File: src/ctgq_dist.sv
// ----------------------------------------------------------------------------
// ctgq_dist : pipelined color distance
// floor(sqrt(dr^2 + dg^2 + db^2)), four register stages, no stall.
// ----------------------------------------------------------------------------
`default_nettype none

module ctgq_dist (
	input  wire logic        clk,
	input  wire logic [23:0] a,
	input  wire logic [23:0] b,
	output logic [8:0]       distance
);
	typedef struct packed {
		logic [17:0] rem;
		logic [18:0] root;
	} sq_state_t;

	// one digit of the bit-pair square root; step 0 uses the top pair
	function automatic sq_state_t sqrt_step(sq_state_t s, int j);
		sq_state_t o;
		logic [18:0] bitv;
		logic [18:0] trial;
		bitv  = 19'(1) << (2 * (8 - j));
		trial = s.root + bitv;
		o = s;
		if ({1'b0, s.rem} >= trial) begin
			o.rem  = s.rem - trial[17:0];
			o.root = (s.root >> 1) + bitv;
		end else begin
			o.root = s.root >> 1;
		end
		return o;
	endfunction

	function automatic sq_state_t sqrt_three(sq_state_t s, int first);
		sq_state_t o;
		o = s;
		for (int j = 0; j < 3; j++) begin
			o = sqrt_step(o, first + j);
		end
		return o;
	endfunction

	logic [17:0] sum_w;
	logic [17:0] sq_s1;
	sq_state_t   st_s2, st_s3, st_last;
	logic [8:0]  dist_s4;

	always_comb begin
		logic [7:0] x, y, d;
		sum_w = '0;
		for (int k = 0; k < 3; k++) begin
			x = a[8*k +: 8];
			y = b[8*k +: 8];
			d = (x > y) ? (x - y) : (y - x);
			sum_w = sum_w + 18'(16'(d) * 16'(d));
		end
	end

	assign st_last = sqrt_three(st_s3, 6);

	always_ff @(posedge clk) begin
		sq_s1   <= sum_w;
		st_s2   <= sqrt_three('{rem: sq_s1, root: '0}, 0);
		st_s3   <= sqrt_three(st_s2, 3);
		dist_s4 <= st_last.root[8:0];
	end

	assign distance = dist_s4;

endmodule

`default_nettype wire

File: config.mk
export PLATFORM = sky130hd
export DESIGN_NAME = ctgq_dist
export DESIGN_NICKNAME = d
export VERILOG_FILES = /design/src/ctgq_dist.sv
export SDC_FILE = /design/constraint.sdc
export NUM_CORES = 1
export LEC_CHECK = 0
export ABC_AREA = 1
export BUFFER_PORTS_ARGS = -buffer_cell sky130_fd_sc_hd__buf_2
export CAP_MARGIN = 20
export CORE_AREA = 2 2 141 143
export CTS_BUF_LIST = sky130_fd_sc_hd__clkbuf_4
export DETAILED_ROUTE_END_ITERATION = 6
export DIE_AREA = 0 0 143 145
export PLACE_DENSITY = 0.83
export SKIP_LAST_GASP = 1
export SYNTH_ARGS = -nofsm -noshare
export SYNTH_HDL_FRONTEND = slang
export SYNTH_SLANG_ARGS = --single-unit
File: constraint.sdc
create_clock -name clk -period 15.4 [get_ports clk]
set_input_delay 4.62 -clock clk [delete_from_list [all_inputs] [get_ports clk]]
set_output_delay 4.62 -clock clk [all_outputs]
set_load 0.02 [all_outputs]
==> results.sh, run 1 <==
export IMPL_routed_via_count=10400
export IMPL_synth_distinct_cells=52
export IMPL_drv_max_cap_violation_count=0
export IMPL_nNetsFinal=2080
export IMPL_grt_use_met2=0.519
export IMPL_clkTransAtPathRegs_ns=0.11
export IMPL_inserted_clock_buffers=9
export IMPL_worstSetupStartpointType="input port"
export IMPL_report_final_slew_viol_count=0
export IMPL_worst_pin_slew_ns=0.880
export IMPL_cpMostUsedCell="sky130_fd_sc_hd__fa_1"
export IMPL_worst_ep_required_time_ns=15.70
export IMPL_grt_remaining_overflow=0
export IMPL_antenna_violating_nets_post_route=0
export IMPL_syn_to_final_growth_pct=5.91
export IMPL_setup_viol=0
export IMPL_synth_area_mm2=0.0123
export IMPL_totalNegativeSetupSlack_ns=0
export IMPL_most_common_layout_cells="sky130_fd_sc_hd__inv_1 (387), sky130_fd_sc_hd__nand2_1 (292), sky130_fd_sc_hd__ha_1 (178), sky130_fd_sc_hd__nor2_1 (172), sky130_fd_sc_hd__fa_1 (138)"
export IMPL_numPortBuffers=57
export IMPL_slew_limit_headroom=0.412
export IMPL_initial_cell_density_of_the_core=0.641
export IMPL_cpLargestDelayFamily="adder cells"
export IMPL_worst_r2r_setup_slack_ns=10.18
export IMPL_cpPeakStageDelay_ns=0.55
export IMPL_final_hold_viols=0
export IMPL_crit_buf_inv=6
export IMPL_htree_num_levels=3
export IMPL_ctsHoldBuffers=0
export IMPL_min_path_type="flop to flop"
export IMPL_top_usage_layer="met2"
export IMPL_mappedNetlistNets=2020
export IMPL_crit_path_top_delay_cell="sky130_fd_sc_hd__fa_1"
export IMPL_viasPerCell=5.26
export IMPL_cts_resized=0
export IMPL_post_synth_main_area_contributors="sky130_fd_sc_hd__fa_1 (22%), sky130_fd_sc_hd__ha_1 (18%), sky130_fd_sc_hd__inv_1 (12%)"
export IMPL_run_status="finished clean"
export IMPL_yosysSeqAreaShare=0.117
export IMPL_routedWlPerCell_um=13.6
export IMPL_dp_hpwl_um=23800
export IMPL_grt_first_pass_wirelength_um=46800
export IMPL_synth_warn=0
export IMPL_path_max_fanout=8
export IMPL_detailedRoute_firstPassIterationCount=6
export IMPL_cp_data_arrival_time_ns=12.91
export IMPL_antenna_found_initial=0
export IMPL_clock_tree_root_buffer_cell="sky130_fd_sc_hd__clkbuf_4"
export IMPL_final_min_period_over_clock_period=0.819
export IMPL_drt_iter0_drc=723
export IMPL_clock_fmax_mhz=79.3
export IMPL_grt_use_total=0.274
export IMPL_fill_cells=1624
export IMPL_width_of_the_die_um=143
export IMPL_route_final_wire_length_um=27100
export IMPL_grt_max_degree=19
export IMPL_worst_setup_path_type="input port to flop"
export IMPL_die_h_um=145
export IMPL_number_of_rows_created_at_floorplan=51
export IMPL_rsz_0062_raised_after_global_routing="no"
export IMPL_synth_ff_type="sky130_fd_sc_hd__dfxtp_1"
export IMPL_cts_tree="built"
export IMPL_netlist_instances=1655
export IMPL_tritoncts_num_sinks=72
export IMPL_synth_edff_count=0
export IMPL_worst_setup_path_end_kind="flop"
export IMPL_synth_top_cell_area_share=0.225
export IMPL_placer_congestion=0.912
export IMPL_first_global_vias=10600
export IMPL_synth_async_sr_flop_share=0
export IMPL_drc_errors=0
export IMPL_num_io_pins=58
export IMPL_synth_avg_cell_area_um2=7.43
export IMPL_fp_coreArea_mm2=0.0192
export IMPL_final_period_minus_worst_setup_slack_ns=12.62
export IMPL_synth_seq_cells=72
export IMPL_finalClockSkew_ns=0.0134
export IMPL_post_route_cells_drive_above_1_share=0.0716
export IMPL_cts_repair_timing_setup_buffer_count=0
export IMPL_area_of_the_die_mm2=0.0207
export IMPL_largest_area_contributor_in_the_synthesized_netlist="sky130_fd_sc_hd__fa_1"
export IMPL_grt_util_met3=0.0211
export IMPL_use_met1=0.326
export IMPL_cts_root_to_sink_buffers=2
export IMPL_number_of_antenna_diodes=0
export IMPL_worst_skew_late_latency_ns=0.41
export IMPL_layout_cells_most_common="sky130_fd_sc_hd__inv_1"
[synthesized netlist by cell type (all sizes together) (2+ instances only)]
| cell | count |
|---|---|
| buf | 4 |
| o21bai | 9 |
| nor2 | 181 |
| dfxtp | 72 |
| o21ai | 73 |
| nand2 | 303 |
| fa | 138 |
| nor3 | 13 |
| a21oi | 69 |
| ha | 178 |
| inv | 395 |
| nand4 | 23 |
| nand3 | 72 |
| o21a | 2 |
| and2 | 2 |
| or2 | 9 |
| nor3b | 2 |
| o31ai | 2 |
| a21o | 6 |
| xor2 | 51 |
| mux2i | 3 |
| xnor2 | 13 |
| o211ai | 5 |
| a31oi | 4 |
| a211oi | 7 |
| nand3b | 6 |
| o221ai | 3 |
| clkbuf | 4 |
[cell type report]
class / count / area [um2] / area share
multi-input combinational: 1179 / 9330 / 0.716
inverter: 396 / 1490 / 0.114
sequential: 72 / 1440 / 0.111
tap: 265 / 332 / 0.0254
timing repair buffer: 57 / 285 / 0.0219
clock inverter: 5 / 82.6 / 0.00634
clock buffer: 10 / 75.1 / 0.00576
[per-stage QoR]
stage / util / cells / hold WS, ns / setup slack (ns) / cell area (um2)
after floorplan: - / 1655 / 0.331 / 3.24 / 12300
after CTS: 0.678 / 1984 / 0.357 / 2.90 / 13000
after global routing: 0.678 / 1984 / 0.361 / 2.30 / 13000
after global placement: 0.670 / 1969 / 0.334 / 2.70 / 12900
final: 0.678 / 1984 / 0.356 / 2.78 / 13000
after detailed placement: 0.670 / 1969 / 0.337 / 2.45 / 12900
[kinds of logic (layout without fill, tap and decap cells)]
group,count (synthesis),after routing,share of synthesized area
buffers and inverters,404,468,0.125
DFF,72,72,0.117
muxes,3,3,0.00244
AOI/OAI and AO/OA,184,184,0.0856
xor gates and xnor gates,64,64,0.0456
adders and majority gates,316,316,0.406
and+or+nand+nor,612,612,0.219
[per-layer routing]
metal  wire [um]  part of all wire
met3         815             0.030
met2       14600              0.54
met1       11000              0.41
met4         640             0.024
met5           0                 0
[worst register-to-register path: cells and delay by family, from the launching register on]
family / cells / cell delay, ns
AO/OA/AOI/OAI: 7 / 1.75
AND/OR/NAND/NOR: 11 / 1.58
adder cells (fa/ha/maj): 3 / 1.11
flip-flops: 1 / 0.42
buffers and inverters: 3 / 0.31
[path summary, 6_finish.rpt]
path / from / endpoint / cells past startpoint
worst max-delay path: a[16] / sq_s1[17]$_DFF_P_ / 34
worst min-delay path: sq_s1[9]$_DFF_P_ / st_s2[28]$_DFF_P_ / 0
worst max register to register: st_s3[10]$_DFF_P_ / distance[0]$_SDFF_PN0_ / 24
worst min register to register: sq_s1[9]$_DFF_P_ / st_s2[28]$_DFF_P_ / 0
[registers in the layout (all words and copies together) (netlist names)]
| signal | cells |
|---|---|
| distance | 9 |
| st_s3 | 24 |
| st_s2 | 21 |
| sq_s1 | 18 |
Power of run 1 is left out: the tool's default activity adds up to more than one toggle a clock period on the data nets, which glitch-free logic cannot reach.
==> inputs of run 2 (changes only) <==
==> constraint.sdc (replaced) <==
create_clock -name clk -period 11.72 [get_ports clk]
set_input_delay 3.516 -clock clk [delete_from_list [all_inputs] [get_ports clk]]
set_output_delay 3.516 -clock clk [all_outputs]
set_load 0.02 [all_outputs]
==> results.sh, run 2 (synthesized netlist as in run 1, its figures left out) <==
export IMPL_run_status="finished clean"
export IMPL_most_common_layout_cells="sky130_fd_sc_hd__inv_1 (387), sky130_fd_sc_hd__nand2_1 (292), sky130_fd_sc_hd__ha_1 (178), sky130_fd_sc_hd__nor2_1 (172), sky130_fd_sc_hd__fa_1 (138)"
export IMPL_detailedRoute_firstPassIterationCount=6
export IMPL_number_of_rows_created_at_floorplan=51
export IMPL_width_of_the_die_um=143
export IMPL_antenna_violating_nets_post_route=0
export IMPL_drc_errors=0
export IMPL_worst_setup_path_end_kind="flop"
export IMPL_grt_first_pass_wirelength_um=47100
export IMPL_htree_num_levels=3
export IMPL_slew_limit_headroom=0.510
export IMPL_worst_ep_required_time_ns=12.05
export IMPL_final_hold_viols=0
export IMPL_drt_iter0_drc=597
export IMPL_syn_to_final_growth_pct=6.68
export IMPL_inserted_clock_buffers=9
export IMPL_cp_data_arrival_time_ns=11.53
export IMPL_placement_cell_area_mm2=0.0130
export IMPL_grt_remaining_overflow=0
export IMPL_report_final_slew_viol_count=0
export IMPL_dp_hpwl_um=24200
export IMPL_post_route_cells_drive_above_1_share=0.0812
export IMPL_fin_area_mm2=0.0131
export IMPL_layout_cells_most_common="sky130_fd_sc_hd__inv_1"
export IMPL_totalNegativeSetupSlack_ns=0
export IMPL_tritoncts_num_sinks=72
export IMPL_path_max_fanout=8
export IMPL_first_global_vias=10800
export IMPL_reg_top3="st_s3 x24, st_s2 x21, sq_s1 x18"
export IMPL_clkTransAtPathRegs_ns=0.14
export IMPL_cts_tree="built"
export IMPL_worst_setup_path_type="input port to flop"
export IMPL_routed_via_count=10500
export IMPL_numPortBuffers=57
export IMPL_worstSetupStartpointType="input port"
export IMPL_grt_use_total=0.278
export IMPL_post_route_util=0.683
export IMPL_register_with_the_highest_flop_count="st_s3"
export IMPL_layout_area_seq_mm2=0.00144
export IMPL_setup_viol=0
export IMPL_drv_max_cap_violation_count=0
export IMPL_number_of_antenna_diodes=0
export IMPL_antenna_found_initial=0
export IMPL_fill_cells=1636
export IMPL_placer_congestion=0.922
export IMPL_route_final_wire_length_um=27200
export IMPL_area_occupied_by_multi_input_gates_mm2=0.00934
export IMPL_final_period_minus_worst_setup_slack_ns=11.21
export IMPL_nNetsFinal=2098
export IMPL_stdcell_count=2002
export IMPL_clock_tree_root_buffer_cell="sky130_fd_sc_hd__clkbuf_4"
export IMPL_crit_path_top_delay_cell="sky130_fd_sc_hd__fa_1"
export IMPL_die_h_um=145
export IMPL_worst_pin_slew_ns=0.734
export IMPL_cpMostUsedCell="sky130_fd_sc_hd__fa_1"
export IMPL_ctsHoldBuffers=0
export IMPL_num_io_pins=58
export IMPL_area_of_the_die_mm2=0.0207
export IMPL_routedWlPerCell_um=13.6
export IMPL_finalClockSkew_ns=0.0277
export IMPL_initial_cell_density_of_the_core=0.641
export IMPL_final_min_period_over_clock_period=0.956
export IMPL_place_inst=1987
export IMPL_worst_skew_late_latency_ns=0.44
export IMPL_largest_register_ffs=24
export IMPL_grt_max_degree=19
export IMPL_cts_root_to_sink_buffers=2
export IMPL_fp_coreArea_mm2=0.0192
export IMPL_cpPeakStageDelay_ns=0.55
export IMPL_min_path_type="flop to flop"
export IMPL_rsz_0062_raised_after_global_routing="no"
export IMPL_clock_fmax_mhz=89.2
export IMPL_viasPerCell=5.26
[run 2: cell count changes in the layout (fill, tap and decap cells not counted)]
| cell | delta |
|---|---|
| sky130_fd_sc_hd__inv_6 | +3 |
| sky130_fd_sc_hd__bufinv_16 | -2 |
| sky130_fd_sc_hd__clkinv_1 | +1 |
| sky130_fd_sc_hd__clkbuf_4 | -1 |
| sky130_fd_sc_hd__clkinvlp_4 | +1 |
| sky130_fd_sc_hd__xor2_2 | +1 |
| sky130_fd_sc_hd__buf_4 | +18 |
| sky130_fd_sc_hd__xor2_1 | -1 |
| sky130_fd_sc_hd__clkinv_4 | -2 |
[run 2: final timing paths]
path | startpoint | end | slack (ns) | cells past startpoint
setup / recovery | a[16] | sq_s1[17]$_DFF_P_ | 0.51 | 35
hold / removal | sq_s1[9]$_DFF_P_ | st_s2[28]$_DFF_P_ | 0.33 | 0
setup reg to reg | st_s3[10]$_DFF_P_ | distance[0]$_SDFF_PN0_ | 6.37 | 22
hold reg to reg | sq_s1[9]$_DFF_P_ | st_s2[28]$_DFF_P_ | 0.33 | 0
[run 2: what timing repair did]
item                                    4_1_cts  5_1_grt
endpoints found under the setup margin        0        1
setup buffers                                 0        0
resized for setup                             0        1
[run 2: routing by layer]
layer | vias to the layer above | wire [um] | global-route usage
met2 | 303 | 14500 | 0.523
met1 | 4880 | 10600 | 0.316
met4 | 0 | 1150 | 0.116
met3 | 93 | 983 | 0.0248
met5 | - | 0 | 0
li1 | 5262 | - | -
[run 2: cell type report]
class	count	area share
Clock buffer	9	0.00515
Clock inverter	6	0.00324
Inverter	396	0.113
Multi-Input combinational cell	1179	0.711
Sequential cell	72	0.110
Tap cell	265	0.0253
Timing Repair Buffer	75	0.0320
[run 2: per-stage QoR]
stage / hold slack, ns / setup WS, ns
floorplan: 0.331 / 0.668
finish: 0.328 / 0.513
global route: 0.347 / 0.0387
global placement: 0.334 / 0.285
CTS: 0.331 / 0.549
detailed placement: 0.336 / 0.0787
[run 2: critical path, delay by kind of cell]
| family | cells | cell delay, ns |
|---|---|---|
| mux | 1 | 0.27 |
| simple gates | 7 | 0.79 |
| buf+inv | 6 | 0.39 |
| fa+ha+maj | 10 | 4.44 |
| xor+xnor | 2 | 0.57 |
| compound gates | 9 | 1.54 |
Power of run 2 is left out for the same reason.
